$ cat src/hw/rtl/hcd_pkg.sv
// ----------------------------------------------------------------------------
// hcd_pkg
// Types, codes and the CRC-32 byte update shared by the deframer modules.
// ----------------------------------------------------------------------------
`default_nettype none

package hcd_pkg;

    localparam logic [7:0] FLAG_BYTE = 8'h7E;
    localparam logic [7:0] ESC_BYTE  = 8'h7D;
    localparam logic [7:0] ESC_XOR   = 8'h20;

    localparam logic [31:0] CRC_POLY = 32'hEDB88320;
    localparam logic [31:0] CRC_INIT = 32'hFFFFFFFF;

    localparam int          MAX_W         = 13;
    localparam logic [12:0] MAX_RESET     = 13'd2064;
    localparam int          TAIL_DEPTH    = 4;

    localparam logic [2:0] ST_OK       = 3'd0;
    localparam logic [2:0] ST_NO_START = 3'd1;
    localparam logic [2:0] ST_ESC_FLAG = 3'd2;
    localparam logic [2:0] ST_ESC_ESC  = 3'd3;
    localparam logic [2:0] ST_SHORT    = 3'd4;
    localparam logic [2:0] ST_LONG     = 3'd5;
    localparam logic [2:0] ST_CRC      = 3'd6;

    localparam logic KIND_DATA   = 1'b0;
    localparam logic KIND_STATUS = 1'b1;

    typedef enum logic [3:0] {
        MODE_IDLE    = 4'b0001,
        MODE_FRAME   = 4'b0010,
        MODE_ESC     = 4'b0100,
        MODE_DISCARD = 4'b1000
    } mode_t;

    typedef struct packed {
        logic       kind;
        logic [7:0] data_byte;
        logic [2:0] status;
        logic       frame_end;
    } result_t;

    function automatic logic [31:0] crc32_byte(input logic [31:0] crc, input logic [7:0] b);
        logic [31:0] c;
        c = crc ^ {24'd0, b};
        for (int k = 0; k < 8; k++) begin
            c = c[0] ? ((c >> 1) ^ CRC_POLY) : (c >> 1);
        end
        return c;
    endfunction

endpackage

`default_nettype wire

$ cat src/hw/rtl/hcd_in_stage.sv
// ----------------------------------------------------------------------------
// hcd_in_stage
// Input register: holds one received word until the core takes it.
// ----------------------------------------------------------------------------
`default_nettype none

module hcd_in_stage (
    input  wire logic       aclk,
    input  wire logic       aresetn,
    input  wire logic       s_valid,
    output logic            s_ready,
    input  wire logic [7:0] s_rx_byte,
    input  wire logic       take,
    output logic            item_valid,
    output logic [7:0]      item_byte
);

    logic       valid_reg;
    logic       valid_next;
    logic [7:0] byte_reg;

    assign s_ready    = !valid_reg || take;
    assign valid_next = s_ready ? s_valid : valid_reg;

    always_ff @(posedge aclk) begin
        if (!aresetn) begin
            valid_reg <= 1'b0;
        end else begin
            valid_reg <= valid_next;
        end
    end

    always_ff @(posedge aclk) begin
        if (s_valid && s_ready) begin
            byte_reg <= s_rx_byte;
        end
    end

    assign item_valid = valid_reg;
    assign item_byte  = byte_reg;

endmodule

`default_nettype wire

$ cat src/hw/rtl/hcd_core.sv
// ----------------------------------------------------------------------------
// hcd_core
// Frame state, unescape, four-word holding line, CRC-32 and status decode.
// ----------------------------------------------------------------------------
`default_nettype none

module hcd_core #(
    parameter int COUNT_BITS = 13
) (
    input  wire logic                     aclk,
    input  wire logic                     aresetn,
    input  wire logic                     cfg_wr_en,
    input  wire logic [hcd_pkg::MAX_W-1:0] cfg_wr_data,
    input  wire logic                     item_valid,
    input  wire logic [7:0]               item_byte,
    input  wire logic                     out_ready,
    output logic                          take,
    output logic                          res_valid,
    output hcd_pkg::result_t              res
);
    import hcd_pkg::*;

    localparam int CMP_W = (COUNT_BITS > MAX_W) ? COUNT_BITS : MAX_W;
    localparam logic [COUNT_BITS-1:0] COUNT_MAX = {COUNT_BITS{1'b1}};
    localparam logic [COUNT_BITS-1:0] COUNT_ONE = COUNT_BITS'(1);
    localparam logic [COUNT_BITS-1:0] COUNT_MIN = COUNT_BITS'(TAIL_DEPTH);

    mode_t                 mode_reg, mode_next;
    logic [COUNT_BITS-1:0] cnt_reg, cnt_next;
    logic [31:0]           crc_reg, crc_next;
    logic [MAX_W-1:0]      max_reg;
    logic [7:0]            tail_reg [TAIL_DEPTH];
    logic                  shift;
    logic [7:0]            plain;
    logic [31:0]           got;
    logic                  too_long;
    logic [2:0]            close_st;

    assign take  = item_valid && out_ready;
    assign plain = (mode_reg == MODE_ESC) ? (item_byte ^ ESC_XOR) : item_byte;
    assign got   = {tail_reg[3], tail_reg[2], tail_reg[1], tail_reg[0]};
    assign too_long = (cnt_reg == COUNT_MAX) ||
                      (CMP_W'(cnt_reg) > CMP_W'(max_reg));

    always_comb begin
        if (cnt_reg < COUNT_MIN) begin
            close_st = ST_SHORT;
        end else if (too_long) begin
            close_st = ST_LONG;
        end else if ((crc_reg ^ CRC_INIT) == got) begin
            close_st = ST_OK;
        end else begin
            close_st = ST_CRC;
        end
    end

    always_comb begin
        mode_next = mode_reg;
        cnt_next  = cnt_reg;
        crc_next  = crc_reg;
        shift     = 1'b0;
        res_valid = 1'b0;
        res       = '{kind: KIND_STATUS, data_byte: 8'd0, status: ST_OK, frame_end: 1'b1};
        if (take) begin
            case (mode_reg)
                MODE_IDLE: begin
                    if (item_byte == FLAG_BYTE) begin
                        mode_next = MODE_FRAME;
                        cnt_next  = '0;
                        crc_next  = CRC_INIT;
                    end else begin
                        mode_next  = MODE_DISCARD;
                        res_valid  = 1'b1;
                        res.status = ST_NO_START;
                    end
                end
                MODE_DISCARD: begin
                    if (item_byte == FLAG_BYTE) begin
                        mode_next = MODE_FRAME;
                        cnt_next  = '0;
                        crc_next  = CRC_INIT;
                    end
                end
                MODE_FRAME, MODE_ESC: begin
                    if (item_byte == FLAG_BYTE) begin
                        res_valid = 1'b1;
                        if (mode_reg == MODE_ESC) begin
                            mode_next  = MODE_DISCARD;
                            res.status = ST_ESC_FLAG;
                        end else begin
                            mode_next  = MODE_IDLE;
                            res.status = close_st;
                        end
                    end else if (item_byte == ESC_BYTE) begin
                        if (mode_reg == MODE_ESC) begin
                            mode_next  = MODE_DISCARD;
                            res_valid  = 1'b1;
                            res.status = ST_ESC_ESC;
                        end else begin
                            mode_next = MODE_ESC;
                        end
                    end else begin
                        mode_next = MODE_FRAME;
                        shift     = 1'b1;
                        if (cnt_reg != COUNT_MAX) begin
                            cnt_next = cnt_reg + COUNT_ONE;
                        end
                        if (cnt_reg >= COUNT_MIN) begin
                            crc_next  = crc32_byte(crc_reg, tail_reg[0]);
                            res_valid = 1'b1;
                            res       = '{kind: KIND_DATA, data_byte: tail_reg[0],
                                          status: ST_OK, frame_end: 1'b0};
                        end
                    end
                end
                default: begin
                    mode_next = MODE_IDLE;
                end
            endcase
        end
    end

    always_ff @(posedge aclk) begin
        if (!aresetn) begin
            mode_reg <= MODE_IDLE;
            cnt_reg  <= '0;
            crc_reg  <= CRC_INIT;
            max_reg  <= MAX_RESET;
        end else begin
            mode_reg <= mode_next;
            cnt_reg  <= cnt_next;
            crc_reg  <= crc_next;
            if (cfg_wr_en) begin
                max_reg <= cfg_wr_data;
            end
        end
    end

    // advance the holding line, oldest word at entry 0
    always_ff @(posedge aclk) begin
        if (shift) begin
            for (int i = 0; i < TAIL_DEPTH - 1; i++) begin
                tail_reg[i] <= tail_reg[i+1];
            end
            tail_reg[TAIL_DEPTH-1] <= plain;
        end
    end

endmodule

`default_nettype wire

$ cat src/hw/rtl/hcd_out_stage.sv
// ----------------------------------------------------------------------------
// hcd_out_stage
// Result register: holds one result word until the sink takes it.
// ----------------------------------------------------------------------------
`default_nettype none

module hcd_out_stage (
    input  wire logic             aclk,
    input  wire logic             aresetn,
    input  wire logic             res_valid,
    input  wire hcd_pkg::result_t res,
    output logic                  out_ready,
    output logic                  m_valid,
    input  wire logic             m_ready,
    output hcd_pkg::result_t      m_res
);
    import hcd_pkg::*;

    logic    valid_reg;
    logic    valid_next;
    result_t res_reg;

    assign out_ready  = !valid_reg || m_ready;
    assign valid_next = out_ready ? res_valid : valid_reg;

    always_ff @(posedge aclk) begin
        if (!aresetn) begin
            valid_reg <= 1'b0;
        end else begin
            valid_reg <= valid_next;
        end
    end

    always_ff @(posedge aclk) begin
        if (out_ready && res_valid) begin
            res_reg <= res;
        end
    end

    assign m_valid = valid_reg;
    assign m_res   = res_reg;

endmodule

`default_nettype wire

$ cat src/hw/rtl/hdlc_crc32_deframer.sv
// ----------------------------------------------------------------------------
// hdlc_crc32_deframer
// Flag-delimited, byte-stuffed frame receiver with CRC-32 trailer check.
// Words pass u_in, then u_core; any result is registered in u_out.
// Throughput: one input word per cycle, unless m_ready stalls the output stage.
// Reset: synchronous, active low; returns to hunting for a flag, limit 2064.
// The holding line is not reset; its entries are read only once written.
// ----------------------------------------------------------------------------
`default_nettype none

module hdlc_crc32_deframer #(
    parameter int COUNT_BITS = 13
) (
    input  wire logic        aclk,
    input  wire logic        aresetn,
    input  wire logic        cfg_wr_en,
    input  wire logic [12:0] cfg_wr_data,
    input  wire logic        s_valid,
    output logic             s_ready,
    input  wire logic [7:0]  s_rx_byte,
    output logic             m_valid,
    input  wire logic        m_ready,
    output logic             m_kind,
    output logic [7:0]       m_data_byte,
    output logic [2:0]       m_status,
    output logic             m_frame_end
);
    import hcd_pkg::*;

    logic       item_valid;
    logic [7:0] item_byte;
    logic       take;
    logic       out_ready;
    logic       res_valid;
    result_t    res;
    result_t    m_res;

    hcd_in_stage u_in (
        .aclk       (aclk),
        .aresetn    (aresetn),
        .s_valid    (s_valid),
        .s_ready    (s_ready),
        .s_rx_byte  (s_rx_byte),
        .take       (take),
        .item_valid (item_valid),
        .item_byte  (item_byte)
    );

    hcd_core #(
        .COUNT_BITS (COUNT_BITS)
    ) u_core (
        .aclk        (aclk),
        .aresetn     (aresetn),
        .cfg_wr_en   (cfg_wr_en),
        .cfg_wr_data (cfg_wr_data),
        .item_valid  (item_valid),
        .item_byte   (item_byte),
        .out_ready   (out_ready),
        .take        (take),
        .res_valid   (res_valid),
        .res         (res)
    );

    hcd_out_stage u_out (
        .aclk      (aclk),
        .aresetn   (aresetn),
        .res_valid (res_valid),
        .res       (res),
        .out_ready (out_ready),
        .m_valid   (m_valid),
        .m_ready   (m_ready),
        .m_res     (m_res)
    );

    assign m_kind      = m_res.kind;
    assign m_data_byte = m_res.data_byte;
    assign m_status    = m_res.status;
    assign m_frame_end = m_res.frame_end;

    a_stall_blocks_input: assert property (@(posedge aclk) disable iff (!aresetn)
        (item_valid && m_valid && !m_ready) |-> !s_ready)
        else $error("input accepted while both stages are full");

    a_payload_fields: assert property (@(posedge aclk) disable iff (!aresetn)
        (m_valid && m_kind == KIND_DATA) |-> (m_status == ST_OK && !m_frame_end))
        else $error("payload word carries status fields");

    a_status_marks_end: assert property (@(posedge aclk) disable iff (!aresetn)
        (m_valid && m_kind == KIND_STATUS) |-> (m_frame_end && m_data_byte == 8'd0))
        else $error("status word without frame end");

endmodule

`default_nettype wire
$ cat config.mk
export PLATFORM = sky130hd
export DESIGN_NAME = hdlc_crc32_deframer
export DESIGN_NICKNAME = d
export VERILOG_FILES = /design/src/hw/rtl/hcd_pkg.sv /design/src/hw/rtl/hcd_in_stage.sv /design/src/hw/rtl/hcd_core.sv /design/src/hw/rtl/hcd_out_stage.sv /design/src/hw/rtl/hdlc_crc32_deframer.sv
export SDC_FILE = /design/constraint.sdc
export NUM_CORES = 1
export LEC_CHECK = 0
export BUFFER_PORTS_ARGS = -buffer_cell sky130_fd_sc_hd__buf_2
export CAP_MARGIN = 20
export CORE_ASPECT_RATIO = 0.6
export CORE_MARGIN = 5
export CORE_UTILIZATION = 37
export CTS_BUF_LIST = sky130_fd_sc_hd__clkbuf_8
export DETAILED_ROUTE_END_ITERATION = 16
export SLEW_MARGIN = 20
export SYNTH_ARGS = -nofsm -noshare
export SYNTH_HDL_FRONTEND = slang
export SYNTH_SLANG_ARGS = --single-unit
$ cat constraint.sdc
create_clock -name aclk -period 8.15 [get_ports aclk]
set_input_delay 2.0375 -clock aclk [delete_from_list [all_inputs] [get_ports aclk]]
set_output_delay 2.0375 -clock aclk [all_outputs]
set_load 0.01 [all_outputs]
# Yosys cells after proc, flatten, opt, wreduce, memory -nomap -nowiden
# Memory sizes are Yosys's and may differ from the RTL's.
# Index checks and enable logic that the tools add are counted.
[classes]
addsub = 1
magnitude_cmp = 3
n_eq_ne = 15
mux = 49
bitwise = 14
n_reduce_logical = 16
[ops]
columns = ["op", "n"]
rows = [
  ["two-way mux 32 bit", 12],
  ["inverter 13 -> 14 bit", 8],
  ["two-way mux 13 bit", 5],
  ["one-hot mux 32 bit (2 select lines)", 1],
  ["equality test 32 bit", 1],
  ["inverter 32 bit", 1],
  ["XOR 32 x 8 -> 32 bit", 1],
  ["one-hot mux 13 bit (2 select lines)", 1],
  ["two-way mux 4 bit", 6],
  ["two-way mux 3 bit", 6],
  ["equality test 8 x 7 -> 1 bit (second input constant)", 2],
  ["adder 13 x 1 -> 13 bit (second input constant)", 1],
  ["equality test 13 bit (second input constant)", 1],
  ["greater-or-equal comparator 13 x 3 -> 1 bit (second input constant)", 1],
  ["greater-than comparator 13 bit", 1],
  ["less-than comparator 13 x 3 -> 1 bit (second input constant)", 1],
  ["two-way mux 1 bit", 13],
  ["!= test 13 bit (second input constant)", 1],
  ["one-hot mux 4 bit (3 select lines)", 1],
  ["AND reduction 6 bit", 2],
  ["!= test 2 x 1 -> 1 bit (second input constant)", 4],
  ["two-way mux 6 bit", 1],
  ["one-hot mux 3 bit (2 select lines)", 1],
  ["OR reduction 5 bit", 1],
  ["other kinds (15)", 25],
]
[totals]
regBits = 85
ramBits = 32
in_bits = 26
out_inout_bits = 15
word_cells = 110
n_memories = 1
[mem_list]
columns = ["memory", "depth", "word_bits", "read_ports", "rd_clocked_by_memory_dff", "write_ports", "line", "source"]
rows = [
  ["u_core.tail_reg", 4, 8, 4, 0, 4, "hcd_core.sv:32", "logic [7:0] tail_reg [TAIL_DEPTH];"],
]

# Logic depth before layout (Yosys ltp)
# An unclocked memory read counts as a cell.
[depth]
ltp_word = 22
depth_mapped = 9

# Modules after synthesis
# From an unflattened synthesis, not the netlist that was laid out.
[unflattened]
hier_cells = 567
hier_area_um2 = 6068.3
[modules_own_cells]
columns = ["mod", "n_inst", "cells_per_inst", "area_each_um2", "seq_area_each_um2"]
rows = [
  ["hcd_core", 1, 536, 5322.6, 2202.1],
  ["hcd_out_stage", 1, 18, 447.9, 410.4],
  ["hcd_in_stage", 1, 13, 297.8, 260.2],
]

# Worst setup path after synthesis
# OpenSTA, ideal clock, no wires.
[synth_timing]
path_type = "input -> output"
start = "input m_ready"
end = "output s_ready"
arrival_time_ns = 2.334
t_required_ns = 6.113
slack_ns = 3.778
path_stages = 2
path_buffers = 0
cell_sequence = "nor2b_1 > nand2_1"
[synth_between]
elab_chain_len = 3
[synth_lines]
columns = ["item", "line", "source"]
rows = [
  ["from (decl)", "hdlc_crc32_deframer.sv:22", "input wire logic m_ready,"],
  ["logical OR 1 bit", "hcd_out_stage.sv:23", "assign out_ready = !valid_reg || m_ready;"],
  ["logical AND 1 bit", "hcd_core.sv:39", "assign take = item_valid && out_ready;"],
  ["logical OR 1 bit", "hcd_in_stage.sv:22", "assign s_ready = !valid_reg || take;"],
  ["to (decl)", "hdlc_crc32_deframer.sv:19", "output logic s_ready,"],
]
# Every way passes these cells.

# Worst setup path after layout
# Ends and elaborated chain as after synthesis.

==> results.py <==
metrics = {
    "yosys": {
        "synthTopCellsByArea": "edfxtp_1, dfxtp_1, xnor2_1",
        "syn_avg_cell_area_sq_um": 11.0,
        "synthFlopType": "dfxtp_1",
        "post-synth-top-count-cell": "xnor2_1",
        "yosys_warnings": 0,
        "synth_area_leader_cell": "edfxtp_1",
        "synth_common_cells": "xnor2_1, dfxtp_1, edfxtp_1",
        "syn_inst": 549,
        "async_flop_share": 0,
        "synth_edf_count": 52,
        "syn_nets": 592,
        "yosys.area.top_type_share": 0.259,
        "syn_area_sq_mm": 0.00602,
        "synthDistinctLibCells": 60,
        "synth-seq-cells": 116,
        "seq_area_frac_synth": 0.472,
    },
    "detailed_routing": {
        "antenna_left": 0,
        "avgRoutedWirePerCell_microns": 16.8,
        "vias": 4038,
        "drtIter0Drc": 269,
        "detail_route.vias_per_cell": 5.00,
        "drc": 0,
        "routed_wl_microns": 13600,
        "dr.pass1.iters": 5,
    },
    "floorplanning": {
        "fp.dieH_microns": 109,
        "io_pins": 41,
        "dieArea_sq_mm": 0.0190,
        "core_sq_mm": 0.0161,
        "std_cell_rows": 36,
        "die_x_microns": 175,
        "start_util": 0.374,
    },
    "sta": {
        "fmax_ghz": 0.217,
        "fin_skew_ns": 0.0110,
        "fin_crit_sh": 0.566,
        "finalSetupViolCount": 0,
        "rsz0062_at_grt": "no",
        "fin_crit_ns": 4.61,
        "finalHoldViolCount": 0,
        "slew_viol_final": 0,
        "finalSetupTns_ns": 0,
        "worst_pin_slew_ns": 1.03,
        "slew_headroom": 0.315,
    },
    "global_routing": {
        "grt_overflow": 0,
        "grt_pass1_wl_microns": 22000,
        "antenna_found_initial": 0,
        "track_usage": 0.149,
        "grt_start_max_net_pins": 55,
        "grt_pass1_vias": 3863,
    },
    "clocking": {
        "cts-root-buf": "clkbuf_8",
        "cts-buffers-inserted": 17,
        "hold_buffers": 0,
        "cts-resized-gates": 0,
        "clk_latency_ns": 0.43,
        "clk_pin_slew_worst_paths_ns": 0.07,
        "h-tree-depth": 4,
        "clockBufferDepth": 2,
        "cts_tree": "done",
        "clock-sinks": 116,
        "post_cts_buffers": 0,
    },
    "setup_path": {
        "crit_path_start_kind": "input pin",
        "r2r_end": "u_core.crc_reg[31]",
        "endpoint_kind": "primary output",
        "cp.arrival_ns": 2.57,
        "rr_startpoint": "u_in.item_byte[7]",
        "crit_fanout": 4,
        "worst_r2r_path_depth": 7,
        "rrSetupSlack_ns": 5.39,
        "path_class": "input pin to primary output",
        "crit_required_ns": 6.11,
    },
    "power": {
        "p_leak_nw": 2.42,
        "p_clk_frac": 0.401,
        "p_seq_frac": 0.539,
        "swShare": 0.245,
        "p_switching_uw": 284,
        "pwr-share-comb": 0.059,
        "power.internal_uw": 876,
        "ir_drop_mv": 0.0661,
        "pwr_density_cell_mw_per_mm2": 174,
    },
    "cells_and_area": {
        "drive_above_1_share": 0.186,
        "fin_nets": 628,
        "stdcell_area_sq_mm": 0.00668,
        "final_core_util": 0.415,
        "nFillCells": 1528,
        "area_delta_synth_final_pct": 11.0,
    },
    "placed_design": {
        "gp_congestion": 0.872,
        "dpl.hpwl_microns": 9430,
        "numPortBuffers": 40,
        "place_area_sq_mm": 0.00634,
    },
    "run": {
        "drv_cap": 0,
    },
    "min_path": {
        "hold_depth": 0,
        "min_from": "u_in.item_byte[2]",
        "min_to": "u_core.tail_reg[3][2]",
        "min_path_type": "flip-flop to flip-flop",
    },
    "status": {
        "run_status": "complete, no violations",
    },
}
## routing by layer
metal | vias to the layer above | track usage | routed length (microns)
li1 | 2003 | - | -
met1 | 1935 | 0.235 | 7600
met2 | 91 | 0.198 | 5290
met3 | 9 | 0.0343 | 585
met4 | 0 | 0.0437 | 91
met5 | - | 0 | 0
## cell type report
class | instances | area (sq um) | area share
Antenna cell | 1 | 2.50 | 0.000375
Clock buffer | 17 | 234 | 0.0350
Clock inverter | 15 | 101 | 0.0152
Inverter | 18 | 67.6 | 0.0101
Multi-Input combinational cell | 389 | 2950 | 0.441
Sequential cell | 116 | 2840 | 0.426
Tap cell | 209 | 262 | 0.0392
Timing Repair Buffer | 43 | 223 | 0.0334
## cell families (layout without fill, tap and decap cells)
| family | Yosys count | after routing | share of synthesized area |
|---|---|---|---|
| AOI/OAI and AO/OA | 71 | 71 | 0.0744 |
| other | 0 | 1 | 0 |
| muxes | 11 | 11 | 0.0183 |
| adders and majority gates | 17 | 17 | 0.0353 |
| and+or+nand+nor | 180 | 180 | 0.182 |
| xor gates and xnor gates | 110 | 110 | 0.179 |
| buffers and inverters | 44 | 93 | 0.0383 |
| DFF | 116 | 116 | 0.472 |
## how the worst max path moves through the flow
stage                       start  endpoint  cells past startpoint
after floorplan           m_ready   s_ready                      2
after global placement    m_ready   s_ready                      4
after detailed placement  m_ready   s_ready                      4
after CTS                 m_ready   s_ready                      4
after global routing      m_ready   s_ready                      4
final                     m_ready   s_ready                      4
## power by group through the flow
stage          clock network (mW)  logic [mW]  registers, mW
5_1_grt                     0.505      0.0766          0.627
6_report                    0.465      0.0687          0.626
3_5_place_dp                    0      0.0688          0.639
3_3_place_gp                    0      0.0659          0.638
4_1_cts                     0.480      0.0691          0.626
2_1_floorplan                   0      0.0513          0.636
## stage by stage
stage                     power [mW]  hold WS (ns)  instances  setup slack [ns]
after floorplan                0.688         0.418        549              3.78
after global placement         0.704         0.433        775              3.56
after detailed placement       0.708         0.437        775              3.53
after CTS                       1.17         0.454        807              3.53
after global routing            1.21         0.475        807              3.44
final                           1.16         0.449        808              3.54
## layout by cell type (no fill, tap or decap), types with 8 or more instances in the layout
cell,synthesis,routed
a21oi_1,11,11
and3_1,12,12
buf_2,4,40
clkbuf_8,0,17
dfxtp_1,64,64
edfxtp_1,52,52
ha_1,17,17
inv_1,17,20
mux2i_1,11,11
nand2_1,27,27
nand3_1,10,10
nand4_1,10,10
nor2_1,42,42
nor2b_1,20,20
nor3_2,19,19
nor4_1,8,8
o21ai_1,25,25
o22ai_1,9,9
xnor2_1,72,72
xnor2_2,8,8
xor2_1,25,25
## worst max-delay path, stage by stage
cell and delay [ns]:
buf_2 0.10, nor2b_1 0.19, nand2_1 0.10, buf_2 0.15
Power figures use the tool's default switching activity.
